$ cat config.mk
export PLATFORM = sky130hd
export DESIGN_NAME = crc_framed_packet_deframer_unit_flat
export DESIGN_NICKNAME = d
export VERILOG_FILES = /design/src/cfpd_pkg.sv /design/src/cfpd_if.sv /design/src/cfpd_core.sv /design/src/crc_framed_packet_deframer_unit.sv /design/src/flat_wrapper.sv
export SDC_FILE = /design/constraint.sdc
export NUM_CORES = 1
export LEC_CHECK = 0
export BUFFER_PORTS_ARGS = -buffer_cell sky130_fd_sc_hd__clkbuf_2
export CORE_UTILIZATION = 30
export DETAILED_ROUTE_END_ITERATION = 16
export SLEW_MARGIN = 20
export SYNTH_ARGS = -nofsm -noshare
export SYNTH_HDL_FRONTEND = slang
export SYNTH_HIERARCHICAL = 1
export SYNTH_SLANG_ARGS = --single-unit
export TNS_END_PERCENT = 30
$ cat constraint.sdc
create_clock -name clk -period 8.09 [get_ports clk]
set_input_delay 0.4045 -clock clk [delete_from_list [all_inputs] [get_ports clk]]
set_output_delay 0.4045 -clock clk [all_outputs]
set_load 0.01 [all_outputs]
$ cat src/cfpd_pkg.sv
// Shared types, constants and the CRC-16 byte update for the frame deframer.
// Used by the parser core, the top level and the testbench; no dependencies.
package cfpd_pkg;

    localparam int HEADER_BYTES = 16;
    localparam int POS_W        = 17;
    localparam int CFG_IDX_W    = 1;
    localparam int CFG_DATA_W   = 8;

    localparam logic [15:0] CRC_INIT = 16'hFFFF;
    localparam logic [15:0] CRC_POLY = 16'h1021;
    localparam logic [15:0] CRC_MSB  = 16'h8000;

    // Upper bound on the position: end of the longest payload.
    localparam logic [POS_W-1:0] POS_MAX = POS_W'(HEADER_BYTES + 65535);

    localparam logic [CFG_IDX_W-1:0] REG_MAGIC_FIRST  = 1'd0;
    localparam logic [CFG_IDX_W-1:0] REG_MAGIC_SECOND = 1'd1;

    typedef enum logic [1:0] {
        ST_OK        = 2'd0,
        ST_BAD_CRC   = 2'd1,
        ST_BAD_MAGIC = 2'd2
    } status_t;

    typedef struct packed {
        logic [7:0]  payload_byte;
        logic        payload_valid;
        logic        frame_done;
        status_t     status;
        logic [7:0]  version;
        logic [7:0]  msg_type;
        logic [7:0]  flag_bits;
        logic [7:0]  pad_byte;
        logic [15:0] session;
        logic [31:0] sequence_res;
        logic [15:0] payload_length;
        logic [15:0] received_crc;
    } res_t;

    // CRC-16/CCITT-FALSE, one byte, MSB first.
    function automatic logic [15:0] crc_byte(input logic [15:0] crc_in,
                                             input logic [7:0]  data);
        logic [15:0] c;
        c = crc_in ^ {data, 8'h00};
        for (int k = 0; k < 8; k++) begin
            if ((c & CRC_MSB) != 16'h0000)
                c = {c[14:0], 1'b0} ^ CRC_POLY;
            else
                c = {c[14:0], 1'b0};
        end
        return c;
    endfunction

endpackage

$ cat src/cfpd_if.sv
// Valid/ready channel interfaces: the input byte stream and the frame results.
// Does not depend on cfpd_pkg; the status width is written out as two bits.
interface cfpd_byte_if;
    logic       valid;
    logic       ready;
    logic [7:0] in_byte;

    modport source (output valid, output in_byte, input ready);
    modport sink   (input valid, input in_byte, output ready);
endinterface

interface cfpd_frame_if;
    logic        valid;
    logic        ready;
    logic [7:0]  payload_byte;
    logic        payload_valid;
    logic        frame_done;
    logic [1:0]  status;
    logic [7:0]  version;
    logic [7:0]  msg_type;
    logic [7:0]  flag_bits;
    logic [7:0]  pad_byte;
    logic [15:0] session;
    logic [31:0] sequence_res;
    logic [15:0] payload_length;
    logic [15:0] received_crc;

    modport source (output valid, output payload_byte, output payload_valid,
                    output frame_done, output status, output version,
                    output msg_type, output flag_bits, output pad_byte,
                    output session, output sequence_res, output payload_length,
                    output received_crc, input ready);
    modport sink   (input valid, input payload_byte, input payload_valid,
                    input frame_done, input status, input version,
                    input msg_type, input flag_bits, input pad_byte,
                    input session, input sequence_res, input payload_length,
                    input received_crc, output ready);
endinterface

$ cat src/cfpd_core.sv
// Frame parser core: byte position tracking, header capture and running CRC.
// Depends on cfpd_pkg; result is combinational from the accepted byte and state.
module cfpd_core
(
    input  logic                  clk,
    input  logic                  rst_n,
    input  logic                  take,
    input  logic [7:0]            in_byte,
    input  logic [7:0]            magic_first,
    input  logic [7:0]            magic_second,
    output logic                  res_valid,
    output cfpd_pkg::res_t        res
);

    logic [cfpd_pkg::POS_W-1:0] pos_reg, pos_next, pos_inc;
    logic [15:0] crc_reg, crc_next;
    logic [7:0]  held_reg, held_next;
    logic [15:0] held_crc_reg, held_crc_next;
    logic [7:0]  ver_reg, ver_next;
    logic [7:0]  type_reg, type_next;
    logic [7:0]  flags_reg, flags_next;
    logic [7:0]  pad_reg, pad_next;
    logic [15:0] sess_reg, sess_next;
    logic [31:0] seq_reg, seq_next;
    logic [15:0] len_reg, len_next;
    logic [15:0] hcrc_reg, hcrc_next;
    logic        finish;

    assign pos_inc = pos_reg + cfpd_pkg::POS_W'(1);

    always_comb
    begin
        pos_next      = pos_reg;
        crc_next      = crc_reg;
        held_next     = held_reg;
        held_crc_next = held_crc_reg;
        ver_next      = ver_reg;
        type_next     = type_reg;
        flags_next    = flags_reg;
        pad_next      = pad_reg;
        sess_next     = sess_reg;
        seq_next      = seq_reg;
        len_next      = len_reg;
        hcrc_next     = hcrc_reg;
        finish        = 1'b0;
        res           = '0;
        res_valid     = 1'b0;

        if (pos_reg == cfpd_pkg::POS_W'(0)) begin
            held_next     = in_byte;
            held_crc_next = cfpd_pkg::crc_byte(cfpd_pkg::CRC_INIT, in_byte);
            pos_next      = cfpd_pkg::POS_W'(1);
        end else if (pos_reg == cfpd_pkg::POS_W'(1)) begin
            if (held_reg == magic_first && in_byte == magic_second) begin
                crc_next = cfpd_pkg::crc_byte(held_crc_reg, in_byte);
                pos_next = cfpd_pkg::POS_W'(2);
            end else begin
                // drop the held byte, retry the new one as a first magic byte
                held_next      = in_byte;
                held_crc_next  = cfpd_pkg::crc_byte(cfpd_pkg::CRC_INIT, in_byte);
                res.frame_done = 1'b1;
                res.status     = cfpd_pkg::ST_BAD_MAGIC;
                res_valid      = 1'b1;
            end
        end else if (pos_reg < cfpd_pkg::POS_W'(cfpd_pkg::HEADER_BYTES)) begin
            if (pos_reg < cfpd_pkg::POS_W'(14))
                crc_next = cfpd_pkg::crc_byte(crc_reg, in_byte);
            case (pos_reg)
                cfpd_pkg::POS_W'(2):  ver_next   = in_byte;
                cfpd_pkg::POS_W'(3):  type_next  = in_byte;
                cfpd_pkg::POS_W'(4):  flags_next = in_byte;
                cfpd_pkg::POS_W'(5):  pad_next   = in_byte;
                cfpd_pkg::POS_W'(6):  sess_next  = {sess_reg[15:8], in_byte};
                cfpd_pkg::POS_W'(7):  sess_next  = {in_byte, sess_reg[7:0]};
                cfpd_pkg::POS_W'(8):  seq_next   = {seq_reg[31:8], in_byte};
                cfpd_pkg::POS_W'(9):  seq_next   = {seq_reg[31:16], in_byte, seq_reg[7:0]};
                cfpd_pkg::POS_W'(10): seq_next   = {seq_reg[31:24], in_byte, seq_reg[15:0]};
                cfpd_pkg::POS_W'(11): seq_next   = {in_byte, seq_reg[23:0]};
                cfpd_pkg::POS_W'(12): len_next   = {len_reg[15:8], in_byte};
                cfpd_pkg::POS_W'(13): len_next   = {in_byte, len_reg[7:0]};
                cfpd_pkg::POS_W'(14): hcrc_next  = {hcrc_reg[15:8], in_byte};
                cfpd_pkg::POS_W'(15): hcrc_next  = {in_byte, hcrc_reg[7:0]};
                default: ;
            endcase
            pos_next = pos_inc;
            if (pos_inc == cfpd_pkg::POS_W'(cfpd_pkg::HEADER_BYTES)
                    && len_next == 16'h0000)
                finish = 1'b1;
        end else begin
            crc_next          = cfpd_pkg::crc_byte(crc_reg, in_byte);
            res.payload_byte  = in_byte;
            res.payload_valid = 1'b1;
            res_valid         = 1'b1;
            pos_next          = pos_inc;
            if ((pos_inc - cfpd_pkg::POS_W'(cfpd_pkg::HEADER_BYTES))
                    >= {1'b0, len_next})
                finish = 1'b1;
        end

        if (finish) begin
            res.frame_done     = 1'b1;
            res.status         = (crc_next == hcrc_next) ? cfpd_pkg::ST_OK
                                                         : cfpd_pkg::ST_BAD_CRC;
            res.version        = ver_next;
            res.msg_type       = type_next;
            res.flag_bits      = flags_next;
            res.pad_byte       = pad_next;
            res.session        = sess_next;
            res.sequence_res   = seq_next;
            res.payload_length = len_next;
            res.received_crc   = hcrc_next;
            res_valid          = 1'b1;
            pos_next           = '0;
        end
    end

    always_ff @(posedge clk or negedge rst_n)
    begin
        if (!rst_n) begin
            pos_reg      <= '0;
            crc_reg      <= cfpd_pkg::CRC_INIT;
            held_reg     <= '0;
            held_crc_reg <= cfpd_pkg::crc_byte(cfpd_pkg::CRC_INIT, 8'h00);
            ver_reg      <= '0;
            type_reg     <= '0;
            flags_reg    <= '0;
            pad_reg      <= '0;
            sess_reg     <= '0;
            seq_reg      <= '0;
            len_reg      <= '0;
            hcrc_reg     <= '0;
        end else if (take) begin
            pos_reg      <= pos_next;
            crc_reg      <= crc_next;
            held_reg     <= held_next;
            held_crc_reg <= held_crc_next;
            ver_reg      <= ver_next;
            type_reg     <= type_next;
            flags_reg    <= flags_next;
            pad_reg      <= pad_next;
            sess_reg     <= sess_next;
            seq_reg      <= seq_next;
            len_reg      <= len_next;
            hcrc_reg     <= hcrc_next;
        end
    end

    a_pos_range: assert property (@(posedge clk) disable iff (!rst_n)
        pos_reg <= cfpd_pkg::POS_MAX)
        else $error("byte position beyond end of longest frame");

    a_drop_at_magic: assert property (@(posedge clk) disable iff (!rst_n)
        (take && res_valid && res.status == cfpd_pkg::ST_BAD_MAGIC)
            |-> (pos_reg == cfpd_pkg::POS_W'(1) && !res.payload_valid))
        else $error("magic drop reported outside the magic compare");

    a_finish_rewinds: assert property (@(posedge clk) disable iff (!rst_n)
        (take && res.frame_done && res.status != cfpd_pkg::ST_BAD_MAGIC)
            |=> pos_reg == '0)
        else $error("frame end did not return to hunting");

endmodule

$ cat src/crc_framed_packet_deframer_unit.sv
// Top level of the CRC framed packet deframer: config registers, parser core
// and a two-entry output buffer. Depends on cfpd_pkg, cfpd_if and cfpd_core.
//
// Usage:
//   stream carries one byte per transaction (valid/ready). result carries at
//   most one transaction per input byte: a payload byte (payload_valid), a
//   frame end with OK or bad-CRC status and the header fields (frame_done),
//   or a dropped byte when the magic pair does not match (status bad magic).
//   The last payload byte and its frame end travel in the same transaction.
//   A frame reported with bad CRC must have its forwarded payload discarded.
//   Write magic_first (index 0) and magic_second (index 1) through wr_en,
//   wr_index and wr_data while the block is idle.
// Timing:
//   One byte is accepted every cycle while the skid entry is empty. Each result
//   is registered, then shown on result from the output register.
//   When the receiver stalls, one more result is parked in the skid entry;
//   stream.ready drops while that entry is full, and rises again the cycle
//   after the receiver takes a transaction.
// Reset:
//   rst_n clears the parser to magic hunting, the CRC to 0xFFFF, the header
//   fields and magic registers to zero, and empties the output buffer.
module crc_framed_packet_deframer_unit
(
    input  logic                                clk,
    input  logic                                rst_n,
    cfpd_byte_if.sink                           stream,
    cfpd_frame_if.source                        result,
    input  logic                                wr_en,
    input  logic [cfpd_pkg::CFG_IDX_W-1:0]      wr_index,
    input  logic [cfpd_pkg::CFG_DATA_W-1:0]     wr_data
);

    logic [7:0]     magic_first_reg, magic_second_reg;
    logic           take_in, out_take;
    logic           core_valid;
    cfpd_pkg::res_t core_res;

    logic           out_valid_reg, out_valid_next;
    logic           skid_valid_reg, skid_valid_next;
    cfpd_pkg::res_t out_data_reg, out_data_next;
    cfpd_pkg::res_t skid_data_reg, skid_data_next;

    always_ff @(posedge clk or negedge rst_n)
    begin
        if (!rst_n) begin
            magic_first_reg  <= '0;
            magic_second_reg <= '0;
        end else if (wr_en) begin
            unique case (wr_index)
                cfpd_pkg::REG_MAGIC_FIRST:  magic_first_reg  <= wr_data;
                cfpd_pkg::REG_MAGIC_SECOND: magic_second_reg <= wr_data;
                default: ;
            endcase
        end
    end

    assign stream.ready = !skid_valid_reg;
    assign take_in      = stream.valid && stream.ready;
    assign out_take     = out_valid_reg && result.ready;

    cfpd_core u_core
    (
        .clk          (clk),
        .rst_n        (rst_n),
        .take         (take_in),
        .in_byte      (stream.in_byte),
        .magic_first  (magic_first_reg),
        .magic_second (magic_second_reg),
        .res_valid    (core_valid),
        .res          (core_res)
    );

    always_comb
    begin
        out_valid_next  = out_valid_reg;
        out_data_next   = out_data_reg;
        skid_valid_next = skid_valid_reg;
        skid_data_next  = skid_data_reg;
        if (out_take) begin
            // advance the parked entry
            out_valid_next  = skid_valid_reg;
            out_data_next   = skid_data_reg;
            skid_valid_next = 1'b0;
        end
        if (take_in && core_valid) begin
            if (!out_valid_next) begin
                out_valid_next = 1'b1;
                out_data_next  = core_res;
            end else begin
                skid_valid_next = 1'b1;
                skid_data_next  = core_res;
            end
        end
    end

    always_ff @(posedge clk or negedge rst_n)
    begin
        if (!rst_n) begin
            out_valid_reg  <= 1'b0;
            skid_valid_reg <= 1'b0;
        end else begin
            out_valid_reg  <= out_valid_next;
            skid_valid_reg <= skid_valid_next;
        end
    end

    always_ff @(posedge clk)
    begin
        out_data_reg  <= out_data_next;
        skid_data_reg <= skid_data_next;
    end

    assign result.valid          = out_valid_reg;
    assign result.payload_byte   = out_data_reg.payload_byte;
    assign result.payload_valid  = out_data_reg.payload_valid;
    assign result.frame_done     = out_data_reg.frame_done;
    assign result.status         = out_data_reg.status;
    assign result.version        = out_data_reg.version;
    assign result.msg_type       = out_data_reg.msg_type;
    assign result.flag_bits      = out_data_reg.flag_bits;
    assign result.pad_byte       = out_data_reg.pad_byte;
    assign result.session        = out_data_reg.session;
    assign result.sequence_res   = out_data_reg.sequence_res;
    assign result.payload_length = out_data_reg.payload_length;
    assign result.received_crc   = out_data_reg.received_crc;

    a_skid_behind_out: assert property (@(posedge clk) disable iff (!rst_n)
        skid_valid_reg |-> out_valid_reg)
        else $error("skid entry filled while output register empty");

    a_out_has_content: assert property (@(posedge clk) disable iff (!rst_n)
        out_valid_reg |-> (out_data_reg.payload_valid || out_data_reg.frame_done))
        else $error("empty transaction presented on result");

    a_stall_parks: assert property (@(posedge clk) disable iff (!rst_n)
        (out_valid_reg && !result.ready && take_in && core_valid)
            |=> (skid_valid_reg && out_valid_reg))
        else $error("result lost while receiver stalled");

endmodule

$ cat src/flat_wrapper.sv
// flat-port wrapper written by rule: the top's interface ports become plain ports
module crc_framed_packet_deframer_unit_flat 
  (clk, rst_n, wr_en, wr_index, wr_data, stream_valid, stream_in_byte, stream_ready, result_valid, result_payload_byte, result_payload_valid, result_frame_done, result_status, result_version, result_msg_type, result_flag_bits, result_pad_byte, result_session, result_sequence_res, result_payload_length, result_received_crc, result_ready);
  cfpd_byte_if stream_i ();
  cfpd_frame_if result_i ();
  input  logic clk;
  input  logic rst_n;
  input  logic wr_en;
  input  logic [cfpd_pkg::CFG_IDX_W-1:0] wr_index;
  input  logic [cfpd_pkg::CFG_DATA_W-1:0] wr_data;
  input wire logic [$bits(stream_i.valid)-1:0] stream_valid;
  input wire logic [$bits(stream_i.in_byte)-1:0] stream_in_byte;
  output wire logic [$bits(stream_i.ready)-1:0] stream_ready;
  output wire logic [$bits(result_i.valid)-1:0] result_valid;
  output wire logic [$bits(result_i.payload_byte)-1:0] result_payload_byte;
  output wire logic [$bits(result_i.payload_valid)-1:0] result_payload_valid;
  output wire logic [$bits(result_i.frame_done)-1:0] result_frame_done;
  output wire logic [$bits(result_i.status)-1:0] result_status;
  output wire logic [$bits(result_i.version)-1:0] result_version;
  output wire logic [$bits(result_i.msg_type)-1:0] result_msg_type;
  output wire logic [$bits(result_i.flag_bits)-1:0] result_flag_bits;
  output wire logic [$bits(result_i.pad_byte)-1:0] result_pad_byte;
  output wire logic [$bits(result_i.session)-1:0] result_session;
  output wire logic [$bits(result_i.sequence_res)-1:0] result_sequence_res;
  output wire logic [$bits(result_i.payload_length)-1:0] result_payload_length;
  output wire logic [$bits(result_i.received_crc)-1:0] result_received_crc;
  input wire logic [$bits(result_i.ready)-1:0] result_ready;
  assign stream_i.valid = stream_valid;
  assign stream_i.in_byte = stream_in_byte;
  assign stream_ready = stream_i.ready;
  assign result_valid = result_i.valid;
  assign result_payload_byte = result_i.payload_byte;
  assign result_payload_valid = result_i.payload_valid;
  assign result_frame_done = result_i.frame_done;
  assign result_status = result_i.status;
  assign result_version = result_i.version;
  assign result_msg_type = result_i.msg_type;
  assign result_flag_bits = result_i.flag_bits;
  assign result_pad_byte = result_i.pad_byte;
  assign result_session = result_i.session;
  assign result_sequence_res = result_i.sequence_res;
  assign result_payload_length = result_i.payload_length;
  assign result_received_crc = result_i.received_crc;
  assign result_i.ready = result_ready;
  crc_framed_packet_deframer_unit u_core (.clk(clk), .rst_n(rst_n), .stream(stream_i), .result(result_i), .wr_en(wr_en), .wr_index(wr_index), .wr_data(wr_data));
endmodule
* After elaboration in Yosys (flattened, before gate mapping)
Cells that the tools add are included.
** Word-level totals
- Logic and storage cells :: 333
- Flip-flop bits (word level) :: 435
** Cells by class
- Eq/ne operators :: 21
- $lt $le $gt $ge :: 3
- Bitwise gates (word level) :: 42
- Multiplexer cells :: 211
- $add $sub $neg :: 2
- Reductions and logical operators :: 14
** Operators with widths (count)
- two-way mux 16 bit :: 118
- two-way mux 13 bit :: 38
- two-way mux 124 bit :: 3
- two-way mux 8 bit :: 19
- == test 17 x 4 -> 1 bit, second input constant :: 8
- case mux 32 bit (4 select lines) :: 1
- two-way mux 115 bit :: 1
- inverter 3 bit :: 38
- two-way mux 32 bit :: 3
- case mux 16 bit (2 select lines) :: 3
- == test 17 x 3 -> 1 bit, second input constant :: 4
- two-way mux 17 bit :: 4
- == test 17 x 2 -> 1 bit, second input constant :: 2
- bitwise XOR 16 bit :: 2
- two-way mux 9 bit :: 2
- adder 17 x 1 -> 17 bit, second input constant :: 1
- == test 17 x 1 -> 1 bit, second input constant :: 1
- == test 17 x 5 -> 1 bit, second input constant :: 1
- greater-or-equal comparator 17 x 16 -> 1 bit :: 1
- zero test 17 bit :: 1
- less-than comparator 17 x 4 -> 1 bit, second input constant :: 1
- less-than comparator 17 x 5 -> 1 bit, second input constant :: 1
- subtractor 17 x 5 -> 17 bit, second input constant :: 1
- == test 16 bit :: 1
- other kinds (14) :: 38

* Longest topological paths before layout
Gate-level depths: netlist of the first run.
- Depth after elaboration :: 54
- Gate-level depth with buffers :: 24
- Mapped depth without buffers :: 20

* Modules after synthesis
The synthesis of the first run kept the hierarchy.
** By module, submodules not included
- cfpd_core :: cells each 1186, times used 1, sequential area each 4157.7 um^2, area an instance 11223.3 um^2
- crc_framed_packet_deframer_unit :: cells each 570, times used 1, sequential area each 6656.4 um^2, area an instance 9920.8 um^2

* Least setup slack after synthesis of the first run
Ideal clock, no wire load.
- Path type :: reg-to-reg
- From :: reg u_core/u_core/pos_reg[0] (netlist name)
- To :: reg u_core/skid_data_reg[0] (netlist name), enable pin
- Path slack :: -0.199 ns
- Arrival time :: 7.681 ns
- Cell stages (with the launch flop) :: 14
- Period minus slack after synthesis :: 8.289 ns
- Cells stage by stage :: dfrtp_1 -> ha_1 -> and3_1 -> clkbuf_1 -> xnor2_1 -> inv_1 -> ha_1 -> nand2_1 -> a21oi_1 -> nand3_1 -> or4_4 -> a21oi_1 -> nand3_1 -> nor2_1
** On the way
- Word-level cells in the longest chain between the ends :: 14
- Elaborated cells between the ends (all ways) :: 26
- Those cells by class :: 2 x add/sub; 2 x order compare; 4 x eq/ne; 13 x mux; 5 x reduce/logical
** Ends and longest elaborated chain
- from (decl) :: RTL line cfpd_core.sv:15 : logic [cfpd_pkg::POS_W-1:0] pos_reg, pos_next, pos_inc;
- from (signal assigned) :: RTL line cfpd_core.sv:133 : pos_reg <= pos_next;
- branches (longest 11 deep; another with adder 17 x 1 -> 17 bit)
- two-way mux 1 bit * :: RTL line cfpd_core.sv:100 : if (finish) begin
- via u_core.core_valid :: RTL line crc_framed_packet_deframer_unit.sv:35 : logic core_valid;
- logical AND 1 bit * :: RTL line crc_framed_packet_deframer_unit.sv:85 : if (take_in && core_valid) begin
- AND reduction 2 bit (no line) *
- to (signal assigned) :: RTL line crc_framed_packet_deframer_unit.sv:110 : skid_data_reg <= skid_data_next;
- to (decl) :: RTL line crc_framed_packet_deframer_unit.sv:41 : cfpd_pkg::res_t skid_data_reg, skid_data_next;
Mark *: on every way through the listed nets, which the timed path passes. The select of a mux whose other input is x is not followed.
A chain may end at the register's enable or synchronous reset.

==> impl_metrics.json, run 1 <==
{
  "die_h_um": 267,
  "cts_sinks": 431,
  "layout-drive-gt1-share_pct": 30.8,
  "ys_warn_count": 6,
  "finalSetupViolCount": 0,
  "cts_setup_buffers": 0,
  "grt_remaining_overflow": 0,
  "vdd.ir_drop.worst_mv": 0.322,
  "nNetsFinal": 1886,
  "syn-cell-area_mm2": 0.0211,
  "final_max_slew_viol_count": 0,
  "crit_arrival_ps": 6560,
  "status": "finished clean",
  "hold_class": "in2reg",
  "cts_tree": "done",
  "fin_crit_sh_pct": 75.2,
  "core_mm2": 0.0692,
  "placementRows": 96,
  "max_slew_margin_pct": 24.3,
  "gp_routability_congestion": 0.888,
  "grt_antenna_before_repair": 0,
  "tns_ps": 0,
  "crit_type": "reg2reg",
  "fmax_ghz": 0.164,
  "die-area_mm2": 0.0715,
  "hold_viol": 0,
  "wl_per_cell_um": 19.1,
  "start_util_pct": 30.6,
  "cts_max_level": 2,
  "dp_slack_ps": 2180,
  "largest_register_ffs": 124,
  "vias": 14000,
  "synthCells": 1756,
  "cts-root-buf": "clkbuf_16",
  "max_cap_violations": 0,
  "ctsResizeCount": 0,
  "synth-seq-cells": 431,
  "path_clk_slew_ps": 60,
  "synthArstFlopShare_pct": 42.5,
  "synthFlopType": "dfrtp_1",
  "rsz0062_at_grt": "false",
  "cp-start-kind": "flop",
  "drt_iter0_drc": 1060,
  "syn_to_final_growth_pct": 14.2,
  "total_leakage_power_uw": 0.00993,
  "first_pass_iters": 5,
  "min_period_ps": 6090,
  "io_buffers": 147,
  "grt_start_max_net_pins": 125,
  "die_w_um": 267,
  "antenna_left": 0,
  "viasPerCell": 4.97,
  "grt_first_pass_wirelength_mm": 83.7,
  "drt-total-wl_mm": 53.7,
  "track_usage_pct": 15.0,
  "drc_errors": 0,
  "clockBufferDepth": 3,
  "crit_fanout": 96,
  "skew_ps": 34.7,
  "end_kind": "flop",
  "grt_pass1_vias": 14100,
  "p_per_area_mw_per_mm2": 411,
  "io_pins": 148,
  "tightest_slew_ps": 1140,
  "required_ps": 8570,
  "dp_hpwl_mm": 34.8,
  "ys_seq_area_share_pct": 51.1,
  "synth_cell_type_count": 77,
  "synth_edf_count": 124,
  "synth.avg_cell_area_um2": 12.0,
  "cts-buffers-inserted": 48,
  "layout_setup_ws_ps": 2000,
  "fin_hold_ws_ps": 57.8,
  "clock_latency_ps": 620,
  "syn_nets": 1801
}
[path summary, 6_finish.rpt]
path / startpoint / end / slack [ps] / depth (start not counted)
worst max-delay path: u_core/u_core/pos_reg[0] / u_core/result.msg_type[1] / 2000 / 18
worst min-delay path: wr_data[5] / u_core/magic_first_reg[5] / 60 / 2
worst max register to register: u_core/u_core/pos_reg[0] / u_core/result.msg_type[1] / 2000 / 18
worst min register to register: u_core/u_core/held_crc_reg[13] / u_core/u_core/held_crc_reg[13] / 470 / 2
max in group asynchronous: rst_n / u_core/u_core/len_reg[12] / 5610 / 4
min in group asynchronous: rst_n / u_core/magic_second_reg[3] / 360 / 2
[worst max-delay path: stages, from the launching register on]
cell and delay [ps]:
dfrtp_1 530, ha_1 570, and3_1 360, xnor2_1 210, ha_1 230, nand3_1 130
nand4bb_1 360, mux2_2 340, a31oi_1 200, xnor2_1 140, ha_1 270, a21o_1 170
a31oi_1 140, o21ai_0 160, or2_1 390, nand2_8 720, buf_4 450, nor2_4 70
mux2_2 270
[synthesized netlist by cell type, types with 23 or more instances]
| cell type | n | area share [%] |
|---|---|---|
| nand2_1 | 99 | 1.8 |
| o21ai_0 | 31 | 0.73 |
| a22o_1 | 70 | 2.9 |
| inv_1 | 33 | 0.59 |
| dfrtp_1 | 160 | 19 |
| edfxtp_1 | 124 | 18 |
| a22oi_1 | 80 | 2.8 |
| xor2_1 | 42 | 1.7 |
| dfxtp_1 | 124 | 12 |
| nor2_1 | 104 | 1.8 |
| mux2_1 | 65 | 3.5 |
| xnor2_1 | 64 | 2.7 |
| mux2_2 | 232 | 12 |
| nor2_4 | 58 | 3.1 |
| a21oi_1 | 35 | 0.83 |
| nand3_1 | 27 | 0.64 |
| mux2i_1 | 36 | 1.7 |
| ha_1 | 23 | 1.4 |
| dfstp_2 | 23 | 2.9 |
| buf_2 | 27 | 0.64 |
| clkbuf_1 | 79 | 1.4 |
[per-stage QoR]
step | std cells | total power, µW | cell area (µm²) | util (%)
floorplan | 1756 | 6780 | 21100 | -
global placement | 2721 | 7710 | 22500 | 32.5
detailed placement | 2721 | 7800 | 22500 | 32.6
CTS | 2812 | 10000 | 24100 | 34.9
global route | 2812 | 10600 | 24100 | 34.9
finish | 2813 | 9910 | 24100 | 34.9
[where the power goes]
group | switching, µW | internal (µW) | leakage, µW
Clock | 918 | 1280 | 0.000781
Sequential | 432 | 3090 | 0.00445
Combinational | 2380 | 1820 | 0.00471
Total | 3730 | 6190 | 0.00993
[area by class of cell]
cell class              instances  area [µm²]
clock inverters                21         250
clock buffers                  69        1360
repair buffers                168         927
diodes                          1        2.50
fillers                      6877       45000
multi-input cells            1158        9500
inverters                      34         128
flip-flops and latches        431       10800
well taps                     931        1160
[cells by family (layout without fill, tap and decap cells)]
kind of cell / Yosys count / count (layout) / synth area share (%)
AO/OA/AOI/OAI: 288 / 288 / 10.1
XOR/XNOR: 106 / 106 / 4.39
adder cells (fa/ha/maj): 23 / 23 / 1.36
buffers and inverters: 167 / 292 / 4.17
flip-flops: 431 / 431 / 51.1
multiplexers: 333 / 333 / 17.5
other: 0 / 1 / 0
AND/OR/NAND/NOR: 408 / 408 / 11.4
[repair_timing]
item,in CTS,in global routing
setup endpoints to repair,0,0
endpoints found under the hold margin,43,0
hold buffers,1,0
[metal layers]
metal	GRT usage, %	vias to the layer above	wire length [µm]
met5	0	-	0
met1	19.5	7006	23300
met2	24.6	340	25800
met3	3.66	71	3440
met4	4.43	0	1120
li1	-	6567	-
[cells in the final DEF (no fill, tap or decap), types with 16 or more instances in the layout]
master,synthesis,routed
ha_1,23,23
o21ai_0,31,31
xnor2_1,64,64
buf_4,2,18
dfstp_2,23,23
nor2_4,58,59
nor4_1,17,16
dfrtp_1,160,160
clkbuf_2,0,146
dfxtp_1,124,124
mux2i_1,36,36
mux2_2,232,232
nand2_1,99,99
a21oi_1,35,34
a22oi_1,80,80
inv_1,33,33
mux2_1,65,65
nor2_1,104,103
clkbuf_16,0,48
nand3_1,27,27
edfxtp_1,124,124
xor2_1,42,42
a22o_1,70,70
Power figures use the tool's default switching activity.
==> run 2, diff against run 1 <==
--- a/config.mk
+++ b/config.mk
@@ -5,6 +5,7 @@
 export SDC_FILE = /design/constraint.sdc
 export NUM_CORES = 1
 export LEC_CHECK = 0
+export ABC_AREA = 1
 export BUFFER_PORTS_ARGS = -buffer_cell sky130_fd_sc_hd__clkbuf_2
 export CORE_UTILIZATION = 30
 export DETAILED_ROUTE_END_ITERATION = 16
==> constraint.sdc (replaced) <==
create_clock -name clk -period 5.5 [get_ports clk]
set_input_delay 0.275 -clock clk [delete_from_list [all_inputs] [get_ports clk]]
set_output_delay 0.275 -clock clk [all_outputs]
set_load 0.01 [all_outputs]
==> run 2 against run 1 <==
  * Critical path depth is 7 higher
  * Clock skew is 12 ps lower
  * Cell count is 39% higher
  * Critical path type unchanged
  * Setup slack worse by 1100 ps
  * Highest routed layer unchanged
==> impl_metrics.json, run 2 <==
{
  "status": "finished clean",
  "largest_register_ffs": 124,
  "io_pins": 148,
  "first_pass_iters": 6,
  "mostFrequentLayoutCell": "nand2_1",
  "grt_first_pass_wirelength_mm": 98.1,
  "hold_viol": 0,
  "crit_type": "reg2reg",
  "power.internal_uw": 5090,
  "fin_util_pct": 34.7,
  "io_buffers": 147,
  "crit_arrival_ps": 4850,
  "synth_cell_type_count": 47,
  "fin_crit_sh_pct": 83.2,
  "syn-cell-area_mm2": 0.0217,
  "clock_latency_ps": 590,
  "switching_power_uw": 1490,
  "final_cell_mix": "nand2_1 (1201), nor2_1 (218), nand3_1 (199)",
  "cp-start-kind": "flop",
  "p_sw_share_pct": 22.6,
  "cts_tree": "done",
  "vdd.ir_drop.worst_mv": 0.206,
  "skew_ps": 22.8,
  "grt_remaining_overflow": 0,
  "slowest_delay_ps": 540,
  "p_seq_share_pct": 50.1,
  "p_per_area_mw_per_mm2": 265,
  "grt_start_max_net_pins": 125,
  "tightest_slew_ps": 1090,
  "gp_routability_congestion": 0.924,
  "drt_iter0_drc": 1828,
  "synth.most_common_cell": "nand2_1",
  "track_usage_pct": 16.9,
  "cts_sinks": 431,
  "path_clk_slew_ps": 60,
  "min_period_ps": 4580,
  "syn_nets": 2878,
  "slowest_stage": "nor2_4",
  "syn_to_final_growth_pct": 14.7,
  "cts_max_level": 2,
  "p_comb_share_pct": 3.0,
  "synth_area_leaders": "nand2_1 (21%), dfrtp_1 (18%), edfxtp_1 (17%)",
  "total_leakage_power_uw": 0.0118,
  "max_slew_margin_pct": 27.3,
  "synthFlopType": "dfrtp_1",
  "die_h_um": 271,
  "nNetsFinal": 2973,
  "ys_seq_area_share_pct": 49.9,
  "dp_hpwl_mm": 40.8,
  "ys_warn_count": 6,
  "fmax_ghz": 0.219,
  "clockBufferDepth": 3,
  "viasPerCell": 4.67,
  "synth-seq-cells": 431,
  "synthCells": 2833,
  "finalSetupViolCount": 0,
  "start_util_pct": 30.3,
  "cp_common_cell": "nand2_1",
  "required_ps": 5780,
  "crit_fanout": 27,
  "die_w_um": 271,
  "end_kind": "flop",
  "cts_setup_buffers": 0,
  "max_cap_violations": 0,
  "synthArstFlopShare_pct": 42.5,
  "drc_errors": 0,
  "synth.top_cell.area_share_pct": 20.8,
  "synthTopCellsByCount": "nand2_1 (1202), nor2_1 (221), nand3_1 (201)",
  "synth_largest_area_cell": "nand2_1",
  "rsz0062_at_grt": "false",
  "wl_per_cell_um": 15.9,
  "cts-buffers-inserted": 45,
  "placementRows": 98,
  "final_max_slew_viol_count": 0,
  "drt-total-wl_mm": 62.2,
  "synth_edf_count": 124,
  "cts-root-buf": "clkbuf_16",
  "grt_pass1_vias": 17100,
  "grt_antenna_before_repair": 0,
  "clkPwrFrac_pct": 46.9,
  "vias": 18300,
  "hold_class": "in2reg",
  "synth.avg_cell_area_um2": 7.64,
  "antenna_left": 0,
  "die-area_mm2": 0.0733,
  "numPlacedInstances": 3822,
  "core_mm2": 0.0715,
  "layoutNonFillerInstCount": 3915,
  "layout-drive-gt1-share_pct": 11.4,
  "n_antenna_cell": 0
}
## run 2: changes by cell type in the layout (fill, tap and decap cells not counted), sizes merged, moves of 16 or more
cell | before | now
nand2 | 101 | 1211
mux2 | 297 | 0
nand3 | 30 | 202
inv | 34 | 199
o21ai | 31 | 190
a22o | 70 | 0
nor2 | 163 | 227
xnor2 | 64 | 12
a22oi | 80 | 48
buf | 21 | 37
nor4 | 19 | 3
## run 2: critical path: cells and delay by family (launching register included)
family	cells	cell delay, ps
and+or+nand+nor	18	2430
DFF	1	520
adders and majority gates	2	520
xor gates and xnor gates	2	360
buffers and inverters	2	330
AOI/OAI and AO/OA	1	60
## run 2: power groups by stage
stage / clock, µW / sequential [µW] / combinational [µW]
after CTS: 3170 / 3290 / 204
final: 3090 / 3300 / 200
after detailed placement: 0 / 3360 / 198
after global placement: 0 / 3360 / 196
after floorplan: 0 / 3360 / 103
after global routing: 3290 / 3300 / 226
## run 2: area by class of cell
class | count | area (µm²)
clock buffer | 54 | 1200
inverter | 201 | 762
timing repair buffer | 193 | 1200
clock inverter | 30 | 279
tap | 950 | 1190
fill | 7535 | 46600
sequential | 431 | 10800
multi-input combinational | 2056 | 9400
## run 2: logic make-up (layout without fill, tap and decap cells)
logic type                 after synthesis  after routing  share of synthesized area [%]
adders and majority gates               23             23                           1.33
muxes                                   32             32                           1.48
AOI/OAI and AO/OA                      269            269                           6.85
xor gates and xnor gates                45             45                           1.85
DFF                                    431            431                           49.9
and+or+nand+nor                       1687           1687                           31.5
buffers and inverters                  346            478                           7.08
## run 2: metrics by stage
| step | hold WS [ps] | setup TNS, ps | setup slack [ps] | power (µW) | area, µm² |
|---|---|---|---|---|---|
| CTS | 22.4 | 0 | 870 | 6660 | 24800 |
| detailed placement | 423 | 0 | 903 | 3560 | 23300 |
| global placement | 420 | 0 | 909 | 3560 | 23300 |
| global route | 45.4 | 0 | 412 | 6810 | 24800 |
| finish | 70.0 | 0 | 925 | 6580 | 24800 |
| floorplan | -20.6 | -7810 | -63.0 | 3460 | 21700 |
## run 2: layer usage
layer	GRT usage, %	vias up	part of all wire [%]
met5	0	-	0
met4	4.24	0	2.1
met3	2.85	74	5.3
met2	28.1	442	48
met1	22.6	8552	45
li1	-	9219	-
## run 2: what timing repair did
action | CTS | global route
endpoints found under the hold margin | 87 | 0
hold buffers | 9 | 0
resized for setup | 0 | 0
## run 2: final timing paths
check	from	end	slack, ps	depth (start not counted)
min reg2reg	u_core/u_core/sess_reg[11]	u_core/u_core/sess_reg[11]	490	2
max	u_core/u_core/pos_reg[3]	u_core/skid_data_reg[93]	920	25
max reg2reg	u_core/u_core/pos_reg[3]	u_core/skid_data_reg[93]	920	25
min	stream_valid	u_core/result.valid	70	3
max in group asynchronous	rst_n	u_core/u_core/seq_reg[5]	3890	3
min in group asynchronous	rst_n	u_core/u_core/sess_reg[11]	360	2
